==> config.mk <==
export PLATFORM = sky130hd
export DESIGN_NAME = stable_priority_queue_core_flat
export DESIGN_NICKNAME = d
export VERILOG_FILES = /design/src/spq_pkg.sv /design/src/spq_if.sv /design/src/stable_priority_queue_core.sv /design/src/spq_cell.sv /design/src/flat_wrapper.sv
export SDC_FILE = /design/constraint.sdc
export NUM_CORES = 1
export LEC_CHECK = 0
export ABC_AREA = 0
export ABC_CLOCK_PERIOD_IN_PS = 3700
export BUFFER_PORTS_ARGS = -buffer_cell sky130_fd_sc_hd__buf_2
export CORE_MARGIN = 5
export CORE_UTILIZATION = 57
export DETAILED_ROUTE_END_ITERATION = 7
export PLACE_DENSITY_LB_ADDON = 0.1
export SLEW_MARGIN = 30
export SYNTH_ARGS = -nofsm -noshare
export SYNTH_HDL_FRONTEND = slang
export SYNTH_SLANG_ARGS = --single-unit
==> constraint.sdc <==
create_clock -name clk_i -period 3.7 [get_ports clk_i]
set_input_delay 0.37 -clock clk_i [delete_from_list [all_inputs] [get_ports clk_i]]
set_output_delay 0.37 -clock clk_i [all_outputs]
set_load 0.005 [all_outputs]
==> src/spq_pkg.sv <==
// Shared types and default constants for the stable priority queue.
// Used by the interfaces, the cell and the top level; no dependencies.
package spq_pkg;

  localparam int unsigned QueueDepthDefault = 16;
  localparam int unsigned IdBitsDefault     = 16;
  localparam int unsigned PrioBitsDefault   = 4;
  localparam int unsigned OpcodeBits        = 2;

  // Operation codes of one input transfer
  typedef enum logic [OpcodeBits-1:0] {
    OpEnq = 2'd0,
    OpDeq = 2'd1,
    OpClr = 2'd2,
    OpNop = 2'd3
  } spq_op_e;

  // Action broadcast to every cell
  typedef struct packed {
    logic enq;
    logic deq;
  } spq_cell_ctrl_t;

endpackage

==> src/spq_if.sv <==
// Valid/ready channel interfaces for operation items and result items.
// Depends on spq_pkg for the opcode width.
interface spq_in_if
  import spq_pkg::*;
#(
  parameter int unsigned ID_BITS       = IdBitsDefault,
  parameter int unsigned PRIORITY_BITS = PrioBitsDefault
);
  logic                     valid;
  logic                     ready;
  logic [OpcodeBits-1:0]    opcode;
  logic [ID_BITS-1:0]       item_id;
  logic [PRIORITY_BITS-1:0] item_priority;

  modport source (output valid, output opcode, output item_id, output item_priority,
                  input ready);
  modport sink   (input valid, input opcode, input item_id, input item_priority,
                  output ready);
endinterface

interface spq_out_if
  import spq_pkg::*;
#(
  parameter int unsigned ID_BITS  = IdBitsDefault,
  parameter int unsigned OCC_BITS = $clog2(QueueDepthDefault + 1)
);
  logic                valid;
  logic                ready;
  logic [ID_BITS-1:0]  removed_id;
  logic                removed_valid;
  logic [ID_BITS-1:0]  head_id;
  logic                queue_empty;
  logic                entry_dropped;
  logic [OCC_BITS-1:0] occupancy;

  modport source (output valid, output removed_id, output removed_valid, output head_id,
                  output queue_empty, output entry_dropped, output occupancy,
                  input ready);
  modport sink   (input valid, input removed_id, input removed_valid, input head_id,
                  input queue_empty, input entry_dropped, input occupancy,
                  output ready);
endinterface

==> src/stable_priority_queue_core.sv <==
// Stable sorted priority queue: a chain of compare-and-shift cells.
// The result of an accepted operation is in the output register in the next cycle.
// One operation per cycle unless out_o stalls; all cells compare and shift in parallel.
// Reset clears the occupancy count and the output valid; slot contents are not cleared.
// Input is accepted while the output register is empty or being drained.
// Depends on spq_pkg, spq_if and spq_cell.
module stable_priority_queue_core
  import spq_pkg::*;
#(
  parameter int unsigned QUEUE_DEPTH   = QueueDepthDefault,
  parameter int unsigned ID_BITS       = IdBitsDefault,
  parameter int unsigned PRIORITY_BITS = PrioBitsDefault
) (
  input  logic      clk_i,
  input  logic      rst_ni,
  spq_in_if.sink    in_i,
  spq_out_if.source out_o
);

  localparam int unsigned CntBits = $clog2(QUEUE_DEPTH + 1);

  logic [CntBits-1:0] count_q, count_d;
  logic               accept;
  spq_op_e            op;
  logic               full, empty;
  logic               enq_go, deq_go, clr_go, drop;
  spq_cell_ctrl_t     ctrl;

  logic [ID_BITS-1:0]       cell_id   [QUEUE_DEPTH];
  logic [PRIORITY_BITS-1:0] cell_prio [QUEUE_DEPTH];
  logic [ID_BITS-1:0]       cell_id_d [QUEUE_DEPTH];
  logic                     cell_gt   [QUEUE_DEPTH];
  logic                     occupied  [QUEUE_DEPTH];

  logic               out_valid_q;
  logic [ID_BITS-1:0] removed_id_q, head_id_q;
  logic               removed_valid_q, queue_empty_q, entry_dropped_q;
  logic [CntBits-1:0] occupancy_q;

  // Accept while the result register is free or being drained
  assign in_i.ready = !out_valid_q || out_o.ready;
  assign accept     = in_i.valid && in_i.ready;
  assign op         = spq_op_e'(in_i.opcode);
  assign full       = (count_q == CntBits'(QUEUE_DEPTH));
  assign empty      = (count_q == '0);

  assign enq_go = accept && (op == OpEnq) && !full;
  assign drop   = accept && (op == OpEnq) && full;
  assign deq_go = accept && (op == OpDeq) && !empty;
  assign clr_go = accept && (op == OpClr);

  assign ctrl.enq = enq_go;
  assign ctrl.deq = deq_go;

  // Update the occupancy count: up on enqueue, down on dequeue, zero on clear
  always_comb begin
    count_d = count_q;
    if (enq_go) begin
      count_d = count_q + CntBits'(1);
    end else if (deq_go) begin
      count_d = count_q - CntBits'(1);
    end else if (clr_go) begin
      count_d = '0;
    end
  end

  // Build the cell chain; cell 0 is the front
  for (genvar g = 0; g < QUEUE_DEPTH; g++) begin : g_cell
    logic                     left_gt;
    logic [ID_BITS-1:0]       left_id, right_id;
    logic [PRIORITY_BITS-1:0] left_prio, right_prio;

    assign occupied[g] = (CntBits'(g) < count_q);

    if (g == 0) begin : g_first
      assign left_gt   = 1'b0;
      assign left_id   = '0;
      assign left_prio = '0;
    end else begin : g_inner_left
      assign left_gt   = cell_gt[g-1];
      assign left_id   = cell_id[g-1];
      assign left_prio = cell_prio[g-1];
    end

    if (g == QUEUE_DEPTH - 1) begin : g_last
      assign right_id   = cell_id[g];
      assign right_prio = cell_prio[g];
    end else begin : g_inner_right
      assign right_id   = cell_id[g+1];
      assign right_prio = cell_prio[g+1];
    end

    spq_cell #(
      .ID_BITS      (ID_BITS),
      .PRIORITY_BITS(PRIORITY_BITS)
    ) u_cell (
      .clk_i       (clk_i),
      .ctrl_i      (ctrl),
      .occupied_i  (occupied[g]),
      .new_id_i    (in_i.item_id),
      .new_prio_i  (in_i.item_priority),
      .left_gt_i   (left_gt),
      .left_id_i   (left_id),
      .left_prio_i (left_prio),
      .right_id_i  (right_id),
      .right_prio_i(right_prio),
      .gt_o        (cell_gt[g]),
      .id_o        (cell_id[g]),
      .prio_o      (cell_prio[g]),
      .id_d_o      (cell_id_d[g])
    );
  end

  // Hold the count and the result register
  always_ff @(posedge clk_i or negedge rst_ni) begin
    if (!rst_ni) begin
      count_q     <= '0;
      out_valid_q <= 1'b0;
    end else begin
      count_q <= count_d;
      if (accept) begin
        out_valid_q <= 1'b1;
      end else if (out_o.ready) begin
        out_valid_q <= 1'b0;
      end
    end
  end

  // Capture result payload on each accepted transfer
  always_ff @(posedge clk_i) begin
    if (accept) begin
      removed_id_q    <= deq_go ? cell_id[0] : '0;
      removed_valid_q <= deq_go;
      head_id_q       <= (count_d != '0) ? cell_id_d[0] : '0;
      queue_empty_q   <= (count_d == '0);
      entry_dropped_q <= drop;
      occupancy_q     <= count_d;
    end
  end

  assign out_o.valid         = out_valid_q;
  assign out_o.removed_id    = removed_id_q;
  assign out_o.removed_valid = removed_valid_q;
  assign out_o.head_id       = head_id_q;
  assign out_o.queue_empty   = queue_empty_q;
  assign out_o.entry_dropped = entry_dropped_q;
  assign out_o.occupancy     = occupancy_q;

`ifndef ASSERT_OFF
  // Count never exceeds the chain length
  assert property (@(posedge clk_i) disable iff (!rst_ni)
    count_q <= CntBits'(QUEUE_DEPTH))
    else $error("occupancy count beyond depth");

  // A removal lowers the count by exactly one
  assert property (@(posedge clk_i) disable iff (!rst_ni)
    deq_go |=> (count_q == $past(count_q) - CntBits'(1)))
    else $error("dequeue did not lower occupancy by one");

  // A dropped entry reports a full queue
  assert property (@(posedge clk_i) disable iff (!rst_ni)
    (out_valid_q && entry_dropped_q) |-> (occupancy_q == CntBits'(QUEUE_DEPTH)))
    else $error("entry dropped while queue not full");

  // Empty flag agrees with occupancy in the result
  assert property (@(posedge clk_i) disable iff (!rst_ni)
    out_valid_q |-> (queue_empty_q == (occupancy_q == '0)))
    else $error("empty flag disagrees with occupancy");

  // Occupied cells stay sorted by priority number
  for (genvar a = 1; a < QUEUE_DEPTH; a++) begin : g_sorted_chk
    assert property (@(posedge clk_i) disable iff (!rst_ni)
      occupied[a] |-> (cell_prio[a-1] <= cell_prio[a]))
      else $error("cell chain out of priority order");
  end
`endif

endmodule

==> src/spq_cell.sv <==
// One slot of the sorted chain: holds an (id, priority) pair and shifts it
// toward either neighbor. Depends on spq_pkg for the control struct.
module spq_cell
  import spq_pkg::*;
#(
  parameter int unsigned ID_BITS       = IdBitsDefault,
  parameter int unsigned PRIORITY_BITS = PrioBitsDefault
) (
  input  logic                     clk_i,
  input  spq_cell_ctrl_t           ctrl_i,
  input  logic                     occupied_i,
  input  logic [ID_BITS-1:0]       new_id_i,
  input  logic [PRIORITY_BITS-1:0] new_prio_i,
  input  logic                     left_gt_i,
  input  logic [ID_BITS-1:0]       left_id_i,
  input  logic [PRIORITY_BITS-1:0] left_prio_i,
  input  logic [ID_BITS-1:0]       right_id_i,
  input  logic [PRIORITY_BITS-1:0] right_prio_i,
  output logic                     gt_o,
  output logic [ID_BITS-1:0]       id_o,
  output logic [PRIORITY_BITS-1:0] prio_o,
  output logic [ID_BITS-1:0]       id_d_o
);

  logic [ID_BITS-1:0]       id_q, id_d;
  logic [PRIORITY_BITS-1:0] prio_q, prio_d;

  // Held entry ranks behind the new one
  assign gt_o = occupied_i && (prio_q > new_prio_i);

  // Select shift from left, take new entry, shift from right, or hold
  always_comb begin
    id_d   = id_q;
    prio_d = prio_q;
    if (ctrl_i.enq) begin
      if (left_gt_i) begin
        id_d   = left_id_i;
        prio_d = left_prio_i;
      end else if (gt_o || !occupied_i) begin
        id_d   = new_id_i;
        prio_d = new_prio_i;
      end
    end else if (ctrl_i.deq) begin
      id_d   = right_id_i;
      prio_d = right_prio_i;
    end
  end

  always_ff @(posedge clk_i) begin
    id_q   <= id_d;
    prio_q <= prio_d;
  end

  assign id_o   = id_q;
  assign prio_o = prio_q;
  assign id_d_o = id_d;

endmodule

==> src/flat_wrapper.sv <==
// flat-port wrapper written by rule: the top's interface ports become plain ports
module stable_priority_queue_core_flat import spq_pkg::*;
#(
  parameter int unsigned QUEUE_DEPTH   = QueueDepthDefault,
  parameter int unsigned ID_BITS       = IdBitsDefault,
  parameter int unsigned PRIORITY_BITS = PrioBitsDefault
)
  (clk_i, rst_ni, in_i_valid, in_i_opcode, in_i_item_id, in_i_item_priority, in_i_ready, out_o_valid, out_o_removed_id, out_o_removed_valid, out_o_head_id, out_o_queue_empty, out_o_entry_dropped, out_o_occupancy, out_o_ready);
  spq_in_if #(.ID_BITS(ID_BITS), .PRIORITY_BITS(PRIORITY_BITS)) in_i_i ();
  spq_out_if #(.ID_BITS(ID_BITS)) out_o_i ();
  input  logic clk_i;
  input  logic rst_ni;
  input wire logic [$bits(in_i_i.valid)-1:0] in_i_valid;
  input wire logic [$bits(in_i_i.opcode)-1:0] in_i_opcode;
  input wire logic [$bits(in_i_i.item_id)-1:0] in_i_item_id;
  input wire logic [$bits(in_i_i.item_priority)-1:0] in_i_item_priority;
  output wire logic [$bits(in_i_i.ready)-1:0] in_i_ready;
  output wire logic [$bits(out_o_i.valid)-1:0] out_o_valid;
  output wire logic [$bits(out_o_i.removed_id)-1:0] out_o_removed_id;
  output wire logic [$bits(out_o_i.removed_valid)-1:0] out_o_removed_valid;
  output wire logic [$bits(out_o_i.head_id)-1:0] out_o_head_id;
  output wire logic [$bits(out_o_i.queue_empty)-1:0] out_o_queue_empty;
  output wire logic [$bits(out_o_i.entry_dropped)-1:0] out_o_entry_dropped;
  output wire logic [$bits(out_o_i.occupancy)-1:0] out_o_occupancy;
  input wire logic [$bits(out_o_i.ready)-1:0] out_o_ready;
  assign in_i_i.valid = in_i_valid;
  assign in_i_i.opcode = in_i_opcode;
  assign in_i_i.item_id = in_i_item_id;
  assign in_i_i.item_priority = in_i_item_priority;
  assign in_i_ready = in_i_i.ready;
  assign out_o_valid = out_o_i.valid;
  assign out_o_removed_id = out_o_i.removed_id;
  assign out_o_removed_valid = out_o_i.removed_valid;
  assign out_o_head_id = out_o_i.head_id;
  assign out_o_queue_empty = out_o_i.queue_empty;
  assign out_o_entry_dropped = out_o_i.entry_dropped;
  assign out_o_occupancy = out_o_i.occupancy;
  assign out_o_i.ready = out_o_ready;
  stable_priority_queue_core #(.QUEUE_DEPTH(QUEUE_DEPTH), .ID_BITS(ID_BITS), .PRIORITY_BITS(PRIORITY_BITS)) u_core (.clk_i(clk_i), .rst_ni(rst_ni), .in_i(in_i_i), .out_o(out_o_i));
endmodule
### After elaboration in Yosys (flattened, before gate mapping)

Cells that the tools add are included.

| cells by class | value |
|---|---|
| equal/unequal tests | 18 |
| reduce and logical (&&, ||, !) cells | 82 |
| muxes and demuxes | 127 |
| magnitude comparators | 32 |
| add/sub/neg operators | 2 |

Operators with widths:

| cell | count |
|---|---|
| $mux 16 | 61 |
| $mux 4 | 61 |
| $gt 4x4->1 | 16 |
| $ne 3x3->1 const B | 14 |
| $lt 4x5->1 const A | 8 |
| $reduce_and 2->1 | 16 |
| $logic_and 1x1->1 | 23 |
| $lt 3x5->1 const A | 4 |
| $logic_not 1->1 | 19 |
| $logic_or 1x1->1 | 17 |
| $mux 5 | 3 |
| $logic_not 5->1 | 2 |
| $lt 1x5->1 const A | 2 |
| $lt 2x5->1 const A | 2 |
| $reduce_bool 2->1 | 3 |
| $add 5x1->5 const B | 1 |
| $eq 5x5->1 const B | 1 |
| $reduce_bool 5->1 | 1 |
| $sub 5x1->5 const B | 1 |
| $eq 2x1->1 const B | 1 |
| $eq 2x2->1 const B | 1 |
| $logic_not 2->1 | 1 |
| $mux 1 | 2 |
| $ne 2x2->1 const B | 1 |

| word-level totals | value |
|---|---|
| bits of input ports | 26 |
| flip-flop bits (word level) | 366 |
| logic and storage cells | 301 |
| output and inout bits | 42 |

### Logic depth before layout (Yosys ltp)

Gate-level depths: netlist of the first run.

| logic depth | value |
|---|---|
| depth in word-level cells | 8 |
| mapped depth | 10 |

### Modules after synthesis

Synthesis of the first run repeated with hierarchy kept, for this count alone.

| unflattened totals | value |
|---|---|
| cells, all modules | 2262 |
| area, all modules | 22405.2 um2 |

Modules (own cells, without submodules):

| module | instances | cells each | area each (um2) | seq. area each (um2) |
|---|---|---|---|---|
| spq_cell | 16 | 130 | 1261.2 | 440.4 |
| stable_priority_queue_core | 1 | 182 | 2225.9 | 1351.3 |

### Worst setup path before layout of the first run

OpenSTA, ideal clock, no wires.

| timing | value |
|---|---|
| path kind | register to register |
| start point | reg u_core.count_q[0] |
| end point | reg u_core.g_cell[1].u_cell.id_q[0], enable pin |
| data arrival time | 3.047 ns |
| data required time | 3.275 ns |
| setup slack | 0.228 ns |
| period minus slack after synthesis | 3.472 ns |
| cell stages (with the launch flop) | 8 |
| buffers on the path | 2 |
| cell sequence | dfrtp_1 inv_1 ha_1 and4bb_2 or3_1 clkbuf_1 clkbuf_1 o21ai_0 |

| on the way | value |
|---|---|
| word-level cells in the longest chain between the ends | 5 |
| elaborated cells on any way between the ends | 15 |
| classes of those cells | order compare (2); eq/ne (2); reduce/logical (11) |

Ends and longest elaborated chain:

| what | RTL line | source |
|---|---|---|
| start, declared | stable_priority_queue_core.sv:22 | `logic [CntBits-1:0] count_q, count_d;` |
| start signal, assigned | stable_priority_queue_core.sv:120 | `count_q <= count_d;` |
| $lt 1x5->1 (tied with other cells) | stable_priority_queue_core.sv:73 | `assign occupied[g] = (CntBits'(g) < count_q);` |
| $logic_and 1x1->1 (tied with other cells) | spq_cell.sv:29 | `assign gt_o = occupied_i && (prio_q > new_prio_i);` |
| $logic_or 1x1->1 (tied with other cells) | spq_cell.sv:39 | `end else if (gt_o \|\| !occupied_i) begin` |
| $ne 3x3->1 (no line) or $reduce_bool 2->1 (tied branches) | n/a |  |
| $reduce_and 2->1 (no line) * | n/a |  |
| end signal, assigned | spq_cell.sv:50 | `id_q <= id_d;` |
| end, declared | spq_cell.sv:25 | `logic [ID_BITS-1:0] id_q, id_d;` |

Every way passes the cells marked *; elsewhere a longest branch is shown, timed or not.
A chain may end at the register's enable or synchronous reset.

### Worst setup path after layout of the first run

| timing | value |
|---|---|
| start point | reg u_core.count_q[1] |
| end point | reg u_core.g_cell[12].u_cell.id_q[10], enable pin |

| on the way | value |
|---|---|
| word-level cells in the longest chain between the ends | 5 |
| elaborated cells on any way between the ends | 15 |
| classes of those cells | order compare (2); eq/ne (2); reduce/logical (11) |

Ends and longest elaborated chain:

| what | RTL line |
|---|---|
| $lt 4x5->1 (tied with other cells) | stable_priority_queue_core.sv:73 |
| $logic_and 1x1->1 (tied with other cells) | spq_cell.sv:29 |
| $logic_or 1x1->1 (tied with other cells) | spq_cell.sv:39 |
| $ne 3x3->1 (no line) or $reduce_bool 2->1 (tied branches) | n/a |
| $reduce_and 2->1 (no line) * | n/a |
| end signal, assigned | spq_cell.sv:50 |
| end, declared | spq_cell.sv:25 |

Marks and branches as above.

==> results.tsv, run 1 <==
metric	value	unit
status	finished, final reports clean	
worst path arrival time	3.32	ns
Fmax	0.325	GHz
RSZ-0062 raised after global routing	false	
static leakage	0.00865	µW
Pint	8800	µW
Post-Syn Area	19700	µm²
final period utilization	0.830	
setup violators final	0	
Reg clk slew, reported paths	0.06	ns
min-delay src	in_i_valid	
via count	14100	
grt total ovfl	0	
area leader, netlist	edfxtp_1	
ys async rst share	0.0164	
Crit. Startpoint	u_core.count_q[1]	
Most used DFF post-synth	edfxtp_1	
Final #Nets	1927	
startpoint of the worst-slack reg-to-reg timing path	u_core.count_q[1]	
htree depth	2	
number of max-cap violations	0	
post-CTS setup buffers	0	
largest net degree at the start of global routing	106	
worst skew pair latency	0.53	ns
Syn Inst Count	1800	
number of synthesized flops with an enable pin	344	
net switching power	3910	µW
CP endpoint kind	flip-flop	
number of buffers created by CTS	41	
I/O Pins	68	
DRC	0	
WL final	46000	µm
Hold Vio Cnt, Final	0	
fill count	2788	
clk sinks	366	
Setup TNS	0	ns
PortBufs	67	
worst path required time	3.95	ns
placer congestion estimate	0.866	
worst hold slack	0.179	ns
post-route cell area	22000	µm²
row count	68	
first-pass GRT wire length	75200	µm
die width	196	µm
headroom to the max-slew limit	0.384	
HPWL Detailed	31900	µm
power per cell area	577	nW/µm²
Final Critical Period	3.07	ns
Via density	6.07	
dpl cell area	20700	µm²
area fraction of the dominant cell type after synthesis	0.523	
Worst Tran Pin Value	0.923	ns
peak supply drop	541	µV
Seq cells post-synth	366	
syn_area_per_cell	11.0	µm²
register area	10800	µm²
ANT nets after route	0	
height of the die	196	µm
Clk network pwr share	0.310	
Worst Skew	0.0123	ns
distinct cell type count after synthesis	59	
Comb pwr share	0.266	
P&R area growth vs syn	11.7	%
CTS root buf	clkbuf_16	
worst hold-check path type	input pin to flip-flop	
sequential fraction of the synthesis area	0.547	
crit path kind	flip-flop to flip-flop	
vias in the first global route	15100	
CTS max path bufs	3	
largest cells by area after synthesis	edfxtp_1 (52%), mux2i_1 (12%), a21oi_1 (7.8%)	
Slew Viols, Final	0	
1st-pass router iterations	5	
total track usage	0.235	
Routed WL per cell	19.8	µm
Seq pwr share	0.425	
initial antenna violation count	3	
CTS tree	done	
yosys warns	0	
die area	38400	µm²
startpoint types	flip-flop	
worst-path fanout max	42	
multi-input logic area	8430	µm²
core footprint	34400	µm²
Initial Utilization	0.574	
share of layout cells above drive strength 1	0.134	
post-synthesis net count	1894	
Initial DRC Count	746	
Sw Ratio	0.308	
==> state kept, by name, indices dropped and copies added (netlist names) <==
name,cells
u_core.out_o.queue_empty,1
u_core.out_o.occupancy,5
u_core.g_cell.u_cell.id_o,256
u_core.out_o.head_id,16
u_core.count_q,5
u_core.g_cell.u_cell.prio_o,64
u_core.out_o.valid,1
u_core.out_o.entry_dropped,1
u_core.out_o.removed_id,16
u_core.out_o.removed_valid,1
==> final timing paths <==
kind	to	slack [ns]	cells after the start
max	u_core.g_cell[12].u_cell.id_o[10]	0.63	8
min	u_core.out_o.valid	0.18	2
max reg2reg	u_core.g_cell[12].u_cell.id_o[10]	0.63	8
min reg2reg	u_core.g_cell[1].u_cell.id_o[11]	0.56	2
max in group asynchronous	u_core.count_q[1]	3.35	2
min in group asynchronous	u_core.out_o.valid	0.20	2
==> layout by cell type, fill, tap and decap left out, drive strengths merged, types with 3 or more instances in the layout <==
| master | count |
|---|---|
| edfxtp | 344 |
| a21oi | 307 |
| nor2 | 264 |
| mux2i | 229 |
| buf | 127 |
| nand2 | 84 |
| ha | 68 |
| clkbuf | 55 |
| o21ai | 54 |
| inv | 35 |
| o21a | 24 |
| mux2 | 19 |
| nor2b | 18 |
| nand3 | 18 |
| or2 | 17 |
| a22o | 16 |
| nor3b | 16 |
| and2 | 16 |
| dfxtp | 16 |
| o21ba | 16 |
| a31oi | 15 |
| clkinv | 15 |
| o221ai | 14 |
| nand4 | 11 |
| nor3 | 7 |
| dfrtp | 6 |
| nand2b | 5 |
| xnor2 | 5 |
| and4 | 5 |
| o211ai | 5 |
| a211oi | 5 |
| or3 | 3 |
==> metrics by stage <==
stage,util,total power (µW),setup slack [ns],cells
after floorplan,-,7860,0.228,1800
after global placement,0.602,8730,0.521,2244
after detailed placement,0.603,8850,0.508,2244
after CTS,0.641,12800,0.642,2320
after global routing,0.641,13300,0.464,2321
final,0.641,12700,0.627,2322
==> cell families (layout without fill, tap and decap cells) <==
kind of cell	count (synthesis)	after routing	share of synthesized area
simple gates	470	470	0.107
buf+inv	171	236	0.0352
other cells	0	2	0
flops	366	366	0.547
compound gates	471	471	0.138
mux	248	248	0.127
fa+ha+maj	68	68	0.0431
xor+xnor	6	6	0.00266
==> power groups by stage <==
stage	Sequential (µW)	Combinational, µW	Clock, µW
after floorplan	5420	2440	0
after global placement	5480	3260	0
after detailed placement	5480	3370	0
after CTS	5400	3390	4020
after global routing	5440	3700	4200
final	5400	3380	3940
==> layer usage <==
layer / global-route usage / routed length, µm
met4: 0.0693 / 1060
met3: 0.0355 / 1900
met2: 0.415 / 23500
met5: 0 / 13
met1: 0.300 / 19600
==> worst max-delay path: stages (launching register included) <==
cell and delay, ns:
dfrtp_1 0.35, inv_1 0.10, ha_1 0.28, and4bb_2 0.30, or3_2 0.58, buf_4 0.34, nor3_1 0.41, a31oi_2 0.14
buf_4 0.27
==> layout make-up <==
class / count / area share
clock inverter: 20 / 0.00715
timing repair buffer: 128 / 0.0378
inverter: 33 / 0.00562
multi-input combinational: 1263 / 0.382
clock buffer: 55 / 0.0512
tap: 455 / 0.0258
antenna: 2 / 0.000227
sequential: 366 / 0.490
==> synthesized netlist by cell type (2+ instances only) <==
cell	n
edfxtp_1	344
a21oi_1	306
nor2_1	264
mux2i_1	229
clkbuf_1	96
nand2_1	84
ha_1	68
o21ai_0	52
buf_2	36
inv_1	32
o21a_1	24
mux2_2	19
nand3_1	18
nor2b_1	18
a22o_1	16
and2_1	16
dfxtp_1	16
nor3b_1	16
a31oi_1	15
o221ai_1	14
nand4_1	11
o21ba_1	9
or2_1	9
or2_2	8
nor3_1	7
o21ba_2	7
dfrtp_1	6
and4_1	5
buf_1	5
nand2b_1	5
o211ai_1	5
xnor2_1	5
a211oi_1	4
or3_1	3
a211o_1	2
o21ai_1	2
o21bai_1	2
==> repair_timing <==
| action | 4_1_cts | 5_1_grt |
|---|---|---|
| endpoints found under the hold margin | 6 | 0 |
| hold buffers | 1 | 0 |
| setup endpoints to repair | 0 | 0 |
| gates resized for setup | 0 | 0 |
No activity file was read; power rests on OpenSTA's default activity.
==> inputs of run 2 (changes only) <==
Settings changed: ABC_AREA 0 to 1, ABC_CLOCK_PERIOD_IN_PS 3700 to 2970, CORE_UTILIZATION 57 to 60.
Clock period 3.7 ns to 2.97 ns, I/O delays scaled along.
==> results.tsv, run 2 <==
metric	value	unit
Seq cells post-synth	366	
DRC	0	
PortBufs	67	
yosys warns	0	
distinct cell type count after synthesis	32	
worst path required time	3.17	ns
power per cell area	715	nW/µm²
area fraction of the dominant cell type after synthesis	0.526	
final period utilization	0.918	
min-delay src	in_i_valid	
Post-synth top cells	nand2_1 (564), edfxtp_1 (344), o21ai_0 (344)	
placer congestion estimate	0.870	
vias in the first global route	14100	
CP peak stage delay	0.49	ns
largest net degree at the start of global routing	130	
Most used DFF post-synth	edfxtp_1	
WL final	47900	µm
number of buffers created by CTS	40	
worst skew pair latency	0.53	ns
Syn Inst Count	2199	
Routed WL per cell	17.9	µm
Slew Viols, Final	0	
Buf+Inv Stages, Crit Path	4	
htree depth	2	
height of the die	191	µm
die area	36400	µm²
peak supply drop	665	µV
post-synthesis net count	2293	
Hold Path Depth	3	
ANT nets after route	0	
P&R area growth vs syn	10.4	%
row count	66	
post-cts sizing count	0	
worst-path fanout max	25	
first-pass GRT wire length	76600	µm
ys async rst share	0.0164	
Slowest cell on crit path	dfrtp_1	
Worst Hold End	u_core.out_o.valid	
overall power	15500	µW
Largest register FFs	256	
HPWL Detailed	33400	µm
Post-Syn Area	19600	µm²
1st-pass router iterations	6	
post-layout util	0.668	
CTS tree	done	
Initial DRC Count	1666	
Place WS	0.280	ns
cell family with most CP delay	buffers and inverters	
share of layout cells above drive strength 1	0.101	
Hold Vio Cnt, Final	0	
total track usage	0.259	
CTS max path bufs	3	
most common cell in the synthesized netlist	nand2_1	
Antenna Cells	0	
worst path arrival time	2.92	ns
Final #Nets	2299	
fill count	2694	
CP endpoint kind	flip-flop	
via count	15600	
largest cells by area after synthesis	edfxtp_1 (53%), nand2_1 (11%), o21ai_0 (8.8%)	
Reg clk slew, reported paths	0.06	ns
CTS root buf	clkbuf_16	
syn_area_per_cell	8.93	µm²
Worst Skew	0.0151	ns
R2R Setup Slk	0.24	ns
clk sinks	366	
commonest non-fill, non-tap cells in the layout	nand2_1 (564), o21ai_0 (344), edfxtp_1 (344)	
setup violators final	0	
number of max-cap violations	0	
crit path kind	flip-flop to flip-flop	
die width	191	µm
static leakage	0.00912	µW
RSZ-0062 raised after global routing	false	
sequential fraction of the synthesis area	0.550	
area leader, netlist	edfxtp_1	
Initial Utilization	0.605	
Via density	5.82	
worst hold-check path type	input pin to flip-flop	
startpoint types	flip-flop	
number of cells in the finished layout apart from fillers	2676	
crit-path cells	clkinv_1, ha_1, nand2_1, inv_1, nand2_2, nand3_4, nand2_2, inv_2, a41oi_2, buf_4	
Worst Tran Pin Value	0.630	ns
startpoint of the worst-slack reg-to-reg timing path	u_core.count_q[0]	
number of synthesized flops with an enable pin	344	
commonest non-fill, non-tap cell in the layout	nand2_1	
Worst R2R End	u_core.g_cell[11].u_cell.id_o[1]	
dpl cells	2604	
headroom to the max-slew limit	0.579	
status	finished, final reports clean	
critical path's most frequent cell	nand2_2	
Fmax	0.367	GHz
final worst setup slack	0.244	ns
R2R depth	10	
Final Critical Period	2.73	ns
grt total ovfl	0	
core footprint	32500	µm²
initial antenna violation count	0	
I/O Pins	68	
[run 2: where the power goes]
part	internal (µW)	switching (µW)
clock network	2740	1970
registers	6470	393
logic	1150	2770
[run 2: how the worst max path moves through the flow]
stage / slack (ns) / cells after the start / to / startpoint
2_1_floorplan: -0.11 / 6 / u_core.g_cell[6].u_cell.id_o[0] / u_core.out_o.valid
5_1_grt: 0.06 / 11 / u_core.g_cell[5].u_cell.prio_o[3] / u_core.count_q[0]
4_1_cts: 0.25 / 10 / u_core.g_cell[11].u_cell.id_o[1] / u_core.count_q[1]
6_report: 0.24 / 10 / u_core.g_cell[11].u_cell.id_o[1] / u_core.count_q[0]
3_3_place_gp: 0.31 / 7 / u_core.g_cell[2].u_cell.prio_o[1] / u_core.count_q[4]
3_5_place_dp: 0.28 / 10 / u_core.g_cell[11].u_cell.id_o[9] / u_core.count_q[1]
[run 2: final cells by class]
type	count	area (µm²)	area share
Timing Repair Buffer	121	893	0.0412
Sequential cell	366	10800	0.499
Tap cell	442	553	0.0255
Inverter	137	514	0.0237
Clock buffer	56	1090	0.0504
Clock inverter	15	134	0.00618
Multi-Input combinational cell	1539	7680	0.354
[run 2: what timing repair did]
action | 4_1_cts | 5_1_grt
buffers inserted | 0 | 0
hold buffers | 1 | 0
hold endpoints to repair | 6 | 0
setup endpoints to repair | 0 | 0
[run 2: cell families after synthesis]
group | share of synthesized area
compound gates | 0.181
buf+inv | 0.0623
simple gates | 0.162
xor+xnor | 0.000892
flops | 0.550
fa+ha+maj | 0.0433
[run 2: through the flow]
step           cell area [µm²]  setup TNS (ns)  hold WS [ns]
6_report                 21700               0        0.0405
5_1_grt                  21700               0        0.0498
4_1_cts                  21700               0        0.0213
3_5_place_dp             20400               0         0.147
3_3_place_gp             20400               0         0.144
2_1_floorplan            19700          -14.64       0.00141
[run 2: layer usage]
layer	track usage	share of wire	vias up
met5	0	0	-
li1	-	-	7647
met1	0.413	0.47	7221
met2	0.382	0.43	631
met3	0.0357	0.079	68
met4	0.0547	0.016	0
[run 2: worst register-to-register path, delay by kind of cell (launching register included)]
kind | cells | cell delay [ns]
AOI/OAI and AO/OA | 1 | 0.27
adders and majority gates | 1 | 0.24
buffers and inverters | 4 | 0.78
DFF | 1 | 0.49
and+or+nand+nor | 4 | 0.62
==> inputs of run 3 (changes only) <==
Settings changed: HOLD_SLACK_MARGIN from default to 0.1.
==> results.tsv, run 3 (same netlist as run 2, synthesis figures left out) <==
metric	value	unit
status	finished, final reports clean	
WL final	47900	µm
R2R Setup Slk	0.21	ns
largest net degree at the start of global routing	130	
Slew Viols, Final	0	
crit path kind	flip-flop to flip-flop	
share of layout cells above drive strength 1	0.101	
Worst Skew	0.0142	ns
headroom to the max-slew limit	0.568	
via count	15600	
number of max-cap violations	0	
worst path required time	3.17	ns
Fmax	0.363	GHz
worst skew pair latency	0.53	ns
CP peak stage delay	0.46	ns
Worst Tran Pin Value	0.648	ns
peak supply drop	666	µV
CP endpoint kind	flip-flop	
commonest non-fill, non-tap cell in the layout	nand2_1	
CTS root buf	clkbuf_16	
Initial DRC Count	1563	
setup violators final	0	
clk sinks	366	
PortBufs	67	
row count	66	
worst path arrival time	2.95	ns
total track usage	0.259	
die width	191	µm
core footprint	32500	µm²
htree depth	2	
DRC	0	
startpoint types	flip-flop	
crit-path cells	inv_1, ha_1, nand2_1, inv_1, nand2_2, nand3_4, nand2_2, inv_2, a41oi_2, buf_4	
HPWL Detailed	33400	µm
Via density	5.82	
Routed WL per cell	17.9	µm
height of the die	191	µm
post-route cell area	21700	µm²
commonest non-fill, non-tap cells in the layout	nand2_1 (564), o21ai_0 (344), edfxtp_1 (344)	
final period utilization	0.928	
vias in the first global route	14100	
RSZ-0062 raised after global routing	false	
CTS max path bufs	3	
worst hold slack	0.142	ns
P&R area growth vs syn	10.4	%
Final Critical Period	2.76	ns
startpoint of the worst-slack reg-to-reg timing path	u_core.count_q[1]	
ANT nets after route	0	
die area	36400	µm²
cell family with most CP delay	buffers and inverters	
placer congestion estimate	0.870	
initial antenna violation count	0	
Final #Nets	2300	
Largest register FFs	256	
post-layout util	0.668	
grt total ovfl	0	
Hold Vio Cnt, Final	0	
worst hold-check path type	input pin to async pin	
post-cts sizing count	0	
number of buffers created by CTS	40	
CTS tree	done	
Slowest cell on crit path	dfrtp_1	
worst-path fanout max	25	
Buf+Inv Stages, Crit Path	4	
Reg clk slew, reported paths	0.06	ns
1st-pass router iterations	7	
power per cell area	715	nW/µm²
Initial Utilization	0.605	
first-pass GRT wire length	76600	µm
dpl cell area	20400	µm²
static leakage	0.00912	µW
I/O Pins	68	
Crit. Startpoint	u_core.count_q[1]	
Setup TNS	0	ns
overall power	15500	µW
[run 3: cell count changes in the layout (fill, tap and decap cells not counted)]
cell           previous run  this run
diode_2                   0         2
dlygate4sd3_1             1         2
[run 3: timing repair]
action                    in CTS  in global routing
hold buffers                   2                  0
hold endpoints to repair       7                  0
buffers inserted               0                  0
[run 3: area by class of cell]
| class | count | area [µm²] |
|---|---|---|
| fill | 2691 | 10800 |
| antenna | 2 | 5.00 |
| timing repair buffer | 122 | 903 |
| tap | 442 | 553 |
| multi-input combinational | 1539 | 7680 |
| sequential | 366 | 10800 |
| clock inverter | 15 | 134 |
| clock buffer | 56 | 1090 |
| inverter | 137 | 514 |
[run 3: layer usage]
layer,wire length [µm],share of wire,track usage,up-vias
met1,22700,0.47,0.413,7228
met3,3830,0.080,0.0357,71
met2,20600,0.43,0.382,627
met5,0,0,0,-
li1,-,-,-,7655
met4,816,0.017,0.0547,0
[run 3: metrics by stage]
stage / cells / setup slack (ns)
finish: 2679 / 0.214
global route: 2677 / 0.0568
CTS: 2677 / 0.248
detailed placement: 2604 / 0.280
global placement: 2604 / 0.311
floorplan: 2199 / -0.109
[run 3: final timing paths]
check / endpoint / cells after the start
max in group asynchronous: u_core.count_q[3] / 2
min in group clk_i: u_core.out_o.valid / 4
min: u_core.out_o.valid / 2
min reg2reg: u_core.g_cell[14].u_cell.id_o[11] / 2
max: u_core.g_cell[11].u_cell.id_o[1] / 10
max reg2reg: u_core.g_cell[11].u_cell.id_o[1] / 10
[run 3: power breakdown]
part	total [µW]	internal [µW]	switching (µW)
registers	6860	6470	390
clock network	4710	2740	1970
logic	3920	1150	2770
